[config.mk]
export PLATFORM = sky130hd
export DESIGN_NAME = repeated_action_burst_timer
export DESIGN_NICKNAME = d
export VERILOG_FILES = /design/src/hw/rtl/rabt_pkg.sv /design/src/hw/rtl/rabt_unit.sv /design/src/hw/rtl/rabt_core.sv /design/src/hw/rtl/repeated_action_burst_timer.sv
export SDC_FILE = /design/constraint.sdc
export NUM_CORES = 1
export LEC_CHECK = 0
export ABC_AREA = 1
export ABC_CLOCK_PERIOD_IN_PS = 4800
export BUFFER_PORTS_ARGS = -buffer_cell sky130_fd_sc_hd__buf_2
export CAP_MARGIN = 20
export CORE_ASPECT_RATIO = 1.2
export CORE_MARGIN = 1.5
export CORE_UTILIZATION = 36
export DETAILED_ROUTE_END_ITERATION = 10
export PLACE_DENSITY = 0.65
export SYNTH_ARGS = -nofsm -noshare
export SYNTH_HDL_FRONTEND = slang
export SYNTH_SLANG_ARGS = --single-unit
[constraint.sdc]
create_clock -name clk_i -period 4.8 [get_ports clk_i]
set_clock_uncertainty 0.1 [all_clocks]
set_input_delay 0.24 -clock clk_i [delete_from_list [all_inputs] [get_ports clk_i]]
set_output_delay 0.24 -clock clk_i [all_outputs]
set_load 0.005 [all_outputs]
[src/hw/rtl/rabt_pkg.sv]
`timescale 1ns / 1ps

package rabt_pkg;

  // time values and registers are kept in this many bits
  localparam int TIME_BITS = 16;
  localparam int PER_W     = TIME_BITS + 1;      // on + off
  localparam int TOT_W     = 2 * TIME_BITS + 2;  // total length, overall timer
  localparam int TMR_W     = TIME_BITS + 2;      // phase timers, dividend
  localparam int TALLY_W   = 32;
  localparam int UNIT_W    = TOT_W;              // shared adder width
  localparam int STEP_W    = $clog2(TMR_W + 1);
  localparam int ADDR_W    = 4;
  localparam int DATA_W    = 32;

  // register indexes (word address)
  localparam logic [1:0] REG_COUNT = 2'd0;
  localparam logic [1:0] REG_ON    = 2'd1;
  localparam logic [1:0] REG_OFF   = 2'd2;

  typedef enum logic [1:0] {
    OP_MUL = 2'b01,
    OP_DIV = 2'b10
  } unit_op_e;

  typedef struct packed {
    logic     start;
    unit_op_e op;
  } unit_req_t;

  typedef struct packed {
    logic busy;
    logic done;
  } unit_sts_t;

  typedef struct packed {
    logic [TIME_BITS-1:0] count;
    logic [TIME_BITS-1:0] on;
    logic [TIME_BITS-1:0] off;
  } cfg_t;

  typedef struct packed {
    logic               setup_valid;
    logic [TALLY_W-1:0] plays_done;
    logic               playing;
    logic               active;
  } result_t;

endpackage

[src/hw/rtl/rabt_unit.sv]
`timescale 1ns / 1ps

// Shared shift-and-add unit: one bit of a multiply or a restoring divide per cycle.
module rabt_unit (
  input  logic                             clk_i,
  input  logic                             rst_ni,
  input  rabt_pkg::unit_req_t              req_i,
  input  logic [rabt_pkg::UNIT_W-1:0]      opa_i,   // multiplicand or divisor
  input  logic [rabt_pkg::TMR_W-1:0]       opb_i,   // multiplier or dividend
  output rabt_pkg::unit_sts_t              sts_o,
  output logic [rabt_pkg::UNIT_W-1:0]      acc_o,   // product or remainder
  output logic [rabt_pkg::TMR_W-1:0]       bits_o   // quotient
);

  localparam int UW = rabt_pkg::UNIT_W;
  localparam int BW = rabt_pkg::TMR_W;
  localparam int SW = rabt_pkg::STEP_W;

  logic                busy_q, busy_d;
  logic                done_q, done_d;
  rabt_pkg::unit_op_e  op_q, op_d;
  logic [SW-1:0]       cnt_q, cnt_d;
  logic [UW-1:0]       acc_q, acc_d;
  logic [UW-1:0]       opnd_q, opnd_d;
  logic [BW-1:0]       bits_q, bits_d;

  logic                is_div;
  logic [UW-1:0]       a_in;
  logic [UW:0]         sum;

  assign is_div = (op_q == rabt_pkg::OP_DIV);
  // for a divide, bring down the next dividend bit into the partial remainder
  assign a_in   = is_div ? {acc_q[UW-2:0], bits_q[BW-1]} : acc_q;
  assign sum    = is_div ? ({1'b0, a_in} - {1'b0, opnd_q})
                         : ({1'b0, a_in} + {1'b0, opnd_q});

  always_comb begin
    busy_d = busy_q;
    done_d = 1'b0;
    op_d   = op_q;
    cnt_d  = cnt_q;
    acc_d  = acc_q;
    opnd_d = opnd_q;
    bits_d = bits_q;
    if (req_i.start) begin
      busy_d = 1'b1;
      op_d   = req_i.op;
      acc_d  = '0;
      opnd_d = opa_i;
      bits_d = opb_i;
      cnt_d  = (req_i.op == rabt_pkg::OP_DIV) ? SW'(BW) : SW'(rabt_pkg::TIME_BITS);
    end else if (busy_q) begin
      if (is_div) begin
        // borrow means the trial subtract failed: keep the shifted remainder
        acc_d  = sum[UW] ? a_in : sum[UW-1:0];
        bits_d = {bits_q[BW-2:0], ~sum[UW]};
      end else begin
        if (bits_q[0]) begin
          acc_d = sum[UW-1:0];
        end
        opnd_d = {opnd_q[UW-2:0], 1'b0};
        bits_d = {1'b0, bits_q[BW-1:1]};
      end
      cnt_d = cnt_q - SW'(1);
      if (cnt_q == SW'(1)) begin
        busy_d = 1'b0;
        done_d = 1'b1;
      end
    end
  end

  always_ff @(posedge clk_i or negedge rst_ni) begin
    if (!rst_ni) begin
      busy_q <= 1'b0;
      done_q <= 1'b0;
      op_q   <= rabt_pkg::OP_MUL;
      cnt_q  <= '0;
    end else begin
      busy_q <= busy_d;
      done_q <= done_d;
      op_q   <= op_d;
      cnt_q  <= cnt_d;
    end
  end

  always_ff @(posedge clk_i) begin
    acc_q  <= acc_d;
    opnd_q <= opnd_d;
    bits_q <= bits_d;
  end

  assign sts_o.busy = busy_q;
  assign sts_o.done = done_q;
  assign acc_o      = acc_q;
  assign bits_o     = bits_q;

endmodule

[src/hw/rtl/rabt_core.sv]
`timescale 1ns / 1ps

module rabt_core (
  input  logic                               clk_i,
  input  logic                               rst_ni,
  input  logic                               item_valid_i,
  output logic                               item_ready_o,
  input  logic                               cmd_i,
  input  logic [rabt_pkg::TIME_BITS-1:0]     elapsed_i,
  input  rabt_pkg::cfg_t                     cfg_i,
  output logic                               res_valid_o,
  input  logic                               res_ready_i,
  output rabt_pkg::result_t                  res_o
);

  localparam int TB = rabt_pkg::TIME_BITS;
  localparam int TM = rabt_pkg::TMR_W;
  localparam int TT = rabt_pkg::TOT_W;
  localparam int UW = rabt_pkg::UNIT_W;
  localparam int TW = rabt_pkg::TALLY_W;

  typedef enum logic [7:0] {
    S_IDLE  = 8'b0000_0001,
    S_MUL   = 8'b0000_0010,
    S_TOTAL = 8'b0000_0100,
    S_ADD   = 8'b0000_1000,
    S_DIV   = 8'b0001_0000,
    S_FOLD  = 8'b0010_0000,
    S_OVER  = 8'b0100_0000,
    S_DONE  = 8'b1000_0000
  } state_e;

  state_e          state_q, state_d;
  logic            active_q, active_d;
  logic            playing_q, playing_d;
  logic            valid_q, valid_d;
  logic [TT-1:0]   total_q, total_d;
  logic [TT-1:0]   overall_q, overall_d;
  logic [TM-1:0]   on_tmr_q, on_tmr_d;
  logic [TM-1:0]   off_tmr_q, off_tmr_d;
  logic [TW-1:0]   tally_q, tally_d;
  logic [TB-1:0]   lat_on_q, lat_on_d;
  logic [TB-1:0]   lat_off_q, lat_off_d;
  logic [TB-1:0]   dt_q, dt_d;

  rabt_pkg::unit_req_t  req;
  rabt_pkg::unit_sts_t  sts;
  logic [UW-1:0]        unit_acc;
  logic [TM-1:0]        unit_bits;
  logic [UW-1:0]        opa;
  logic [TM-1:0]        opb;

  logic                 in_idle;
  logic [TB-1:0]        src_on, src_off;
  logic [rabt_pkg::PER_W-1:0] period;
  logic [TM-1:0]        phase_sum;
  logic [TM-1:0]        phase_lim;
  logic [TM-1:0]        rem;
  logic                 cross_on, cross_off;
  logic [TT-1:0]        tot_diff;
  logic [TT:0]          over_sum;

  assign in_idle   = (state_q == S_IDLE);
  assign src_on    = in_idle ? cfg_i.on  : lat_on_q;
  assign src_off   = in_idle ? cfg_i.off : lat_off_q;
  assign period    = {1'b0, src_on} + {1'b0, src_off};
  assign phase_sum = (playing_q ? on_tmr_q : off_tmr_q) + TM'(dt_q);
  assign phase_lim = playing_q ? TM'(lat_on_q) : TM'(lat_off_q);
  assign rem       = unit_acc[TM-1:0];
  assign cross_on  = (rem >= TM'(lat_on_q));
  assign cross_off = (rem >= TM'(lat_off_q));
  assign tot_diff  = unit_acc[TT-1:0] - TT'(lat_off_q);
  assign over_sum  = {1'b0, overall_q} + (TT + 1)'(dt_q);

  assign opa = UW'(period);
  assign opb = in_idle ? TM'(cfg_i.count) : phase_sum;

  always_comb begin
    state_d   = state_q;
    active_d  = active_q;
    playing_d = playing_q;
    valid_d   = valid_q;
    total_d   = total_q;
    overall_d = overall_q;
    on_tmr_d  = on_tmr_q;
    off_tmr_d = off_tmr_q;
    tally_d   = tally_q;
    lat_on_d  = lat_on_q;
    lat_off_d = lat_off_q;
    dt_d      = dt_q;
    req.start = 1'b0;
    req.op    = rabt_pkg::OP_MUL;

    case (state_q)
      S_IDLE: begin
        if (item_valid_i) begin
          if (cmd_i) begin
            active_d  = 1'b0;
            playing_d = 1'b0;
            total_d   = '0;
            overall_d = '0;
            on_tmr_d  = '0;
            off_tmr_d = '0;
            tally_d   = '0;
            lat_on_d  = cfg_i.on;
            lat_off_d = cfg_i.off;
            valid_d   = (cfg_i.count != '0) && ((cfg_i.on != '0) || (cfg_i.off != '0));
            if (valid_d) begin
              // total = count * (on + off) - off
              req.start = 1'b1;
              req.op    = rabt_pkg::OP_MUL;
              state_d   = S_MUL;
            end else begin
              state_d = S_DONE;
            end
          end else begin
            dt_d    = elapsed_i;
            state_d = S_ADD;
          end
        end
      end
      S_MUL: begin
        if (sts.done) begin
          state_d = S_TOTAL;
        end
      end
      S_TOTAL: begin
        total_d   = tot_diff;
        active_d  = (tot_diff != '0);
        playing_d = (tot_diff != '0) && (lat_on_q != '0);
        state_d   = S_DONE;
      end
      S_ADD: begin
        if (!active_q) begin
          state_d = S_DONE;
        end else begin
          if (playing_q) begin
            on_tmr_d = phase_sum;
          end else begin
            off_tmr_d = phase_sum;
          end
          if (phase_sum >= phase_lim) begin
            req.start = 1'b1;
            req.op    = rabt_pkg::OP_DIV;
            state_d   = S_DIV;
          end else begin
            state_d = S_OVER;
          end
        end
      end
      S_DIV: begin
        if (sts.done) begin
          state_d = S_FOLD;
        end
      end
      S_FOLD: begin
        // whole periods go to the tally; the remainder decides the phase
        if (playing_q) begin
          tally_d = tally_q + TW'(unit_bits) + TW'(cross_on);
          if (cross_on) begin
            off_tmr_d = rem - TM'(lat_on_q);
            on_tmr_d  = '0;
            playing_d = 1'b0;
          end else begin
            on_tmr_d = rem;
          end
        end else begin
          tally_d = tally_q + TW'(unit_bits);
          if (cross_off) begin
            on_tmr_d  = rem - TM'(lat_off_q);
            off_tmr_d = '0;
            playing_d = 1'b1;
          end else begin
            off_tmr_d = rem;
          end
        end
        state_d = S_OVER;
      end
      S_OVER: begin
        // saturate at the total and end the burst there
        if (over_sum >= {1'b0, total_q}) begin
          overall_d = total_q;
          active_d  = 1'b0;
        end else begin
          overall_d = over_sum[TT-1:0];
        end
        state_d = S_DONE;
      end
      S_DONE: begin
        if (res_ready_i) begin
          state_d = S_IDLE;
        end
      end
      default: begin
        state_d = S_IDLE;
      end
    endcase
  end

  always_ff @(posedge clk_i or negedge rst_ni) begin
    if (!rst_ni) begin
      state_q   <= S_IDLE;
      active_q  <= 1'b0;
      playing_q <= 1'b0;
      valid_q   <= 1'b0;
      total_q   <= '0;
      overall_q <= '0;
      on_tmr_q  <= '0;
      off_tmr_q <= '0;
      tally_q   <= '0;
      lat_on_q  <= '0;
      lat_off_q <= '0;
    end else begin
      state_q   <= state_d;
      active_q  <= active_d;
      playing_q <= playing_d;
      valid_q   <= valid_d;
      total_q   <= total_d;
      overall_q <= overall_d;
      on_tmr_q  <= on_tmr_d;
      off_tmr_q <= off_tmr_d;
      tally_q   <= tally_d;
      lat_on_q  <= lat_on_d;
      lat_off_q <= lat_off_d;
    end
  end

  always_ff @(posedge clk_i) begin
    dt_q <= dt_d;
  end

  rabt_unit u_unit (
    .clk_i  (clk_i),
    .rst_ni (rst_ni),
    .req_i  (req),
    .opa_i  (opa),
    .opb_i  (opb),
    .sts_o  (sts),
    .acc_o  (unit_acc),
    .bits_o (unit_bits)
  );

  assign item_ready_o        = in_idle;
  assign res_valid_o         = (state_q == S_DONE);
  assign res_o.active        = active_q;
  assign res_o.playing       = playing_q;
  assign res_o.plays_done    = tally_q;
  assign res_o.setup_valid   = valid_q;

endmodule

[src/hw/rtl/repeated_action_burst_timer.sv]
`timescale 1ns / 1ps

// Burst timer that alternates on and off phases for a programmed number of
// repetitions. Program repeat_count, on_time and off_time over the APB port
// (byte addresses 0, 4, 8), then send a start transfer (tuser = 1); each tick
// transfer (tuser = 0) carries the time elapsed since the previous one. Every
// input transfer yields one result transfer with the state after it. Items are
// handled one at a time by a single shift-and-add unit that does one bit per
// cycle: a start runs a 16-bit multiply for the total length, unless the
// settings are rejected; a tick does nothing while no burst runs, and runs
// the 18-step divide by the period only when a phase boundary is crossed. The
// next input is taken while a result still waits in the output register.
module repeated_action_burst_timer (
  input  logic                              clk_i,
  input  logic                              rst_ni,
  // configuration
  input  logic                              psel,
  input  logic                              penable,
  input  logic                              pwrite,
  input  logic [rabt_pkg::ADDR_W-1:0]       paddr,
  input  logic [rabt_pkg::DATA_W-1:0]       pwdata,
  output logic [rabt_pkg::DATA_W-1:0]       prdata,
  output logic                              pready,
  // input items
  input  logic                              s_axis_tvalid,
  output logic                              s_axis_tready,
  input  logic [15:0]                       s_axis_tdata,   // [15:0] elapsed
  input  logic                              s_axis_tuser,   // [0] command
  // results
  output logic                              m_axis_tvalid,
  input  logic                              m_axis_tready,
  output logic [39:0]                       m_axis_tdata    // [0] active, [1] playing,
                                                            // [33:2] plays_done,
                                                            // [34] setup_valid
);

  localparam int TB = rabt_pkg::TIME_BITS;

  rabt_pkg::cfg_t     cfg_q, cfg_d;
  rabt_pkg::result_t  res;
  logic               res_valid, res_ready;
  logic               out_valid_q;
  rabt_pkg::result_t  out_q;
  logic               wr_en;
  logic [1:0]         reg_idx;

  assign pready  = 1'b1;
  assign wr_en   = psel & penable & pwrite;
  assign reg_idx = paddr[3:2];

  always_comb begin
    cfg_d = cfg_q;
    if (wr_en) begin
      case (reg_idx)
        rabt_pkg::REG_COUNT: cfg_d.count = pwdata[TB-1:0];
        rabt_pkg::REG_ON:    cfg_d.on    = pwdata[TB-1:0];
        rabt_pkg::REG_OFF:   cfg_d.off   = pwdata[TB-1:0];
        default: ;
      endcase
    end
  end

  always_comb begin
    case (reg_idx)
      rabt_pkg::REG_COUNT: prdata = rabt_pkg::DATA_W'(cfg_q.count);
      rabt_pkg::REG_ON:    prdata = rabt_pkg::DATA_W'(cfg_q.on);
      rabt_pkg::REG_OFF:   prdata = rabt_pkg::DATA_W'(cfg_q.off);
      default:             prdata = '0;
    endcase
  end

  always_ff @(posedge clk_i or negedge rst_ni) begin
    if (!rst_ni) begin
      cfg_q <= '0;
    end else begin
      cfg_q <= cfg_d;
    end
  end

  rabt_core u_core (
    .clk_i        (clk_i),
    .rst_ni       (rst_ni),
    .item_valid_i (s_axis_tvalid),
    .item_ready_o (s_axis_tready),
    .cmd_i        (s_axis_tuser),
    .elapsed_i    (s_axis_tdata[TB-1:0]),
    .cfg_i        (cfg_q),
    .res_valid_o  (res_valid),
    .res_ready_i  (res_ready),
    .res_o        (res)
  );

  // hold the result until the downstream transfer completes
  assign res_ready = !out_valid_q || m_axis_tready;

  always_ff @(posedge clk_i or negedge rst_ni) begin
    if (!rst_ni) begin
      out_valid_q <= 1'b0;
    end else if (res_ready) begin
      out_valid_q <= res_valid;
    end
  end

  always_ff @(posedge clk_i) begin
    if (res_ready && res_valid) begin
      out_q <= res;
    end
  end

  assign m_axis_tvalid = out_valid_q;
  assign m_axis_tdata  = {5'b0, out_q.setup_valid, out_q.plays_done,
                          out_q.playing, out_q.active};

endmodule

==> out/results.tsv <==
stage	metric	value	unit
status	outcome	completed	
clock_network	worstSkewPairLatency	0.62	ns
clock_network	tritoncts	built	
global_route	grt_pass1_wl	158900	um
drt	first_pass_iters	8	
critical_path	cp_max_fo	39	
die	die_area	84420	sq um
sta	hold_viol	0	
synthesis	yosys.area.top_type	dfrtp_1	
sta	relSlewSlack	0.2869	
power_and_ir_drop	irDropWorstVdd	0.5964	mV
placement	dp_cells	5440	
sta	period_share	0.9468	
die	boundaryPins	135	
drt	route.detailed.drc	0	
global_route	gr-total-overflow	0	
sta	setup_viol	0	
global_route	grt_max_degree	100	
power_and_ir_drop	clkPwrFrac	0.137	
global_route	antenna_found_initial	0	
critical_path	cp.arrival	4.79	ns
drt	routed_wl	102200	um
synthesis	synth_area_leaders	dfrtp_1 20%, nand2_1 16%, edfxtp_1 8.7%	
clock_network	ctsLongestPathBuffers	3	
critical_path	worst-setup-path-type	reg -> reg	
die	chipHeight	318.0	um
placement	numPortBuffers	94	
critical_path	cp-start-kind	flip-flop	
power_and_ir_drop	pwr_density_cell	786.5	nW/um^2
hold_path	hold_path.class	in -> async	
synthesis	synth_cell_types	68	
clock_network	cts_sinks	374	
sta	worst_slew_pin_slew	1.067	ns
run	cap_violations	0	
synthesis	seq_area_frac_synth	0.3204	
clock_network	htree_levels	2	
finish	drive_above_1_share	0.07740	
synthesis	syn_inst	4357	
die	std_cell_rows	115	
synthesis	yosysWarningCount	0	
sta	slew_viol_final	0	
finish	stdcell_count	5562	
power_and_ir_drop	power_frac_seq	0.202	
synthesis	ys.flop_type	dfrtp_1	
power_and_ir_drop	p_sw_frac	0.5358	
die	die_x	265.5	um
clock_network	clockRootBuffer	clkbuf_16	
sta	max_freq	0.2200	GHz
placement	gp_congestion	0.9796	
finish	final_common_cell	nand2_1	
synthesis	ys_async_sr_fraction	0.6337	
synthesis	yosys_register_bits	374	
placement	placed_area	31490	sq um
placement	dp_hpwl	79940	um
global_route	gr-usage-all-layers	0.2381	
drt	antenna_left	0	
finish	antenna_cells	0	
finish	mostFrequentLayoutCells	1,240 x nand2_1, 571 x inv_1, 344 x o21ai_0, 302 x nor2_1, 277 x nand3_1	
synthesis	synth_top_area_share	0.1976	
critical_path	worst_setup_path_end_kind	flip-flop	
drt	drtIter0Drc	2561	
drt	vias_per_cell	5.320	
synthesis	synth_edf_count	86	
power_and_ir_drop	leakagePower	16.21	nW
synthesis	avgSynthCellArea	6.832	sq um
synthesis	netlist_area	29770	sq um
drt	vias	29590	
clock_network	clk_pin_slew	0.06	ns
finish	area_growth	12.48	%
global_route	grt_pass1_vias	28230	
power_and_ir_drop	combPwrFrac	0.661	
clock_network	cts_made_buffers	45	
die	core-area	81870	sq um
critical_path	crit_required	5.04	ns
finish	fin_area	33480	sq um
drt	routedWlPerCell	18.37	um
power_and_ir_drop	p_int	12.22	mW
power_and_ir_drop	switchingPower	14.11	mW
finish	fin_nets	4728	
sta	period_minus_slack	4.545	ns
die	start_util	0.3636	
sta	timing.setup.tns	0	ns
[Yosys cell counts, types with 55 or more instances]
master    number
clkbuf_1      80
inv_1        571
nor2_1       308
a21oi_1      222
xor2_1        92
ha_1         187
nor3_1        55
nand3_1      279
nand4_1      115
dfrtp_1      235
o21ai_0      347
edfxtp_1      86
nand2_1     1243
[logic make-up after synthesis]
kind of cell	count (synthesis)	share of synthesized area
flip-flops	374	0.3204
other	2	0.0002523
XOR/XNOR	133	0.03964
AO/OA/AOI/OAI	773	0.1447
AND/OR/NAND/NOR	2124	0.3069
buffers and inverters	744	0.1004
multiplexers	13	0.004371
adder cells (fa/ha/maj)	194	0.08331
[final timing paths]
kind                                                      startpoint                              endpoint  slack [ns]  cells past startpoint
worst min register to register  u_core.u_unit.acc_o[33]$_SDFFE_PN0P_  u_core.u_unit.acc_o[33]$_SDFFE_PN0P_        0.37                      2
worst max-delay path                    u_core.playing_q$_DFFE_PN0P_     u_core.u_unit.bits_o[5]$_DFFE_PP_        0.26                     18
min in group clk_i                                          paddr[2]                 cfg_q[16]$_DFFE_PN0P_        0.14                      3
worst min-delay path                                          rst_ni                 cfg_q[41]$_DFFE_PN0P_        0.11                      2
max in group asynchronous                                     rst_ni      u_core.overall_q[14]$_DFFE_PN0P_        3.42                      3
worst max register to register          u_core.playing_q$_DFFE_PN0P_     u_core.u_unit.bits_o[5]$_DFFE_PP_        0.26                     18
[sequential cells by signal, indices dropped and copies added, names as in the netlist]
register,flops
u_core.lat_off_q,16
u_core.valid_q,1
u_core.lat_on_q,16
u_core.off_tmr_q,18
u_core.u_unit.busy_q,1
cfg_q,48
u_core.u_unit.op_q,2
u_core.u_unit.done_q,1
u_core.tally_q,32
u_core.u_unit.opnd_q,34
u_core.u_unit.bits_o,18
u_core.u_unit.acc_o,34
u_core.u_unit.cnt_q,5
u_core.overall_q,34
u_core.state_q,8
u_core.dt_q,16
u_core.total_q,34
u_core.playing_q,1
u_core.on_tmr_q,18
m_axis_tvalid,1
u_core.active_q,1
m_axis_tdata,35
[layout make-up]
type                       count  area, sq um
clock buffer                  63         1266
clock inverter                19        255.2
fill                        8535        48390
inverter                     595         2233
multi-input combinational   3260        17450
sequential                   374         9539
tap                         1053         1318
timing repair buffer         198         1421
[routing by layer]
metal  vias up  global-route usage  part of all wire
met5         -                   0                 0
met4         0              0.1152             0.053
met3       243             0.02184             0.049
met2       937              0.4216              0.49
met1     13810              0.2879              0.41
li1      14600                   -                 -
[repair_timing]
action,4_1_cts,5_1_grt
hold endpoints to repair,166,0
endpoints found under the setup margin,0,125
resized for setup,0,18
buffers inserted,0,1
hold buffers,37,0
[critical path, stage by stage (launching register included)]
cell and delay, ns:
dfrtp_2 0.43, buf_12 0.18, o21ai_0 0.31, ha_1 0.31, a31oi_1 0.25, o21ai_0 0.18, a21boi_0 0.33, nand3b_1 0.18
nand3_1 0.09, and2_1 0.23, ha_1 0.34, nand2_1 0.07, nor4_1 0.26, nand3_1 0.14, nand4_2 0.15, o21bai_4 0.08
nand2_4 0.10, buf_4 0.36, o21ai_0 0.17
[power groups by stage]
stage	sequential [mW]	combinational [mW]	clock [mW]
4_1_cts	5.29	17.1	3.65
3_3_place_gp	5.33	16.8	0
5_1_grt	5.42	19.4	3.76
6_report	5.33	17.4	3.60
3_5_place_dp	5.34	17.0	0
2_1_floorplan	4.98	12.4	0
[metrics by stage]
stage / hold slack (ns) / worst slack, ns / total power [mW] / util
final: 0.1091 / 0.2552 / 26.33 / 0.4089
after global routing: 0.1576 / -0.003875 / 28.60 / 0.4089
after CTS: 0.1454 / 0.1307 / 26.02 / 0.4077
after detailed placement: 0.1965 / 0.1298 / 22.30 / 0.3846
after global placement: 0.1869 / 0.2471 / 22.15 / 0.3846
after floorplan: -0.1556 / 0.009819 / 17.41 / -
No activity file was read; power rests on OpenSTA's default activity.
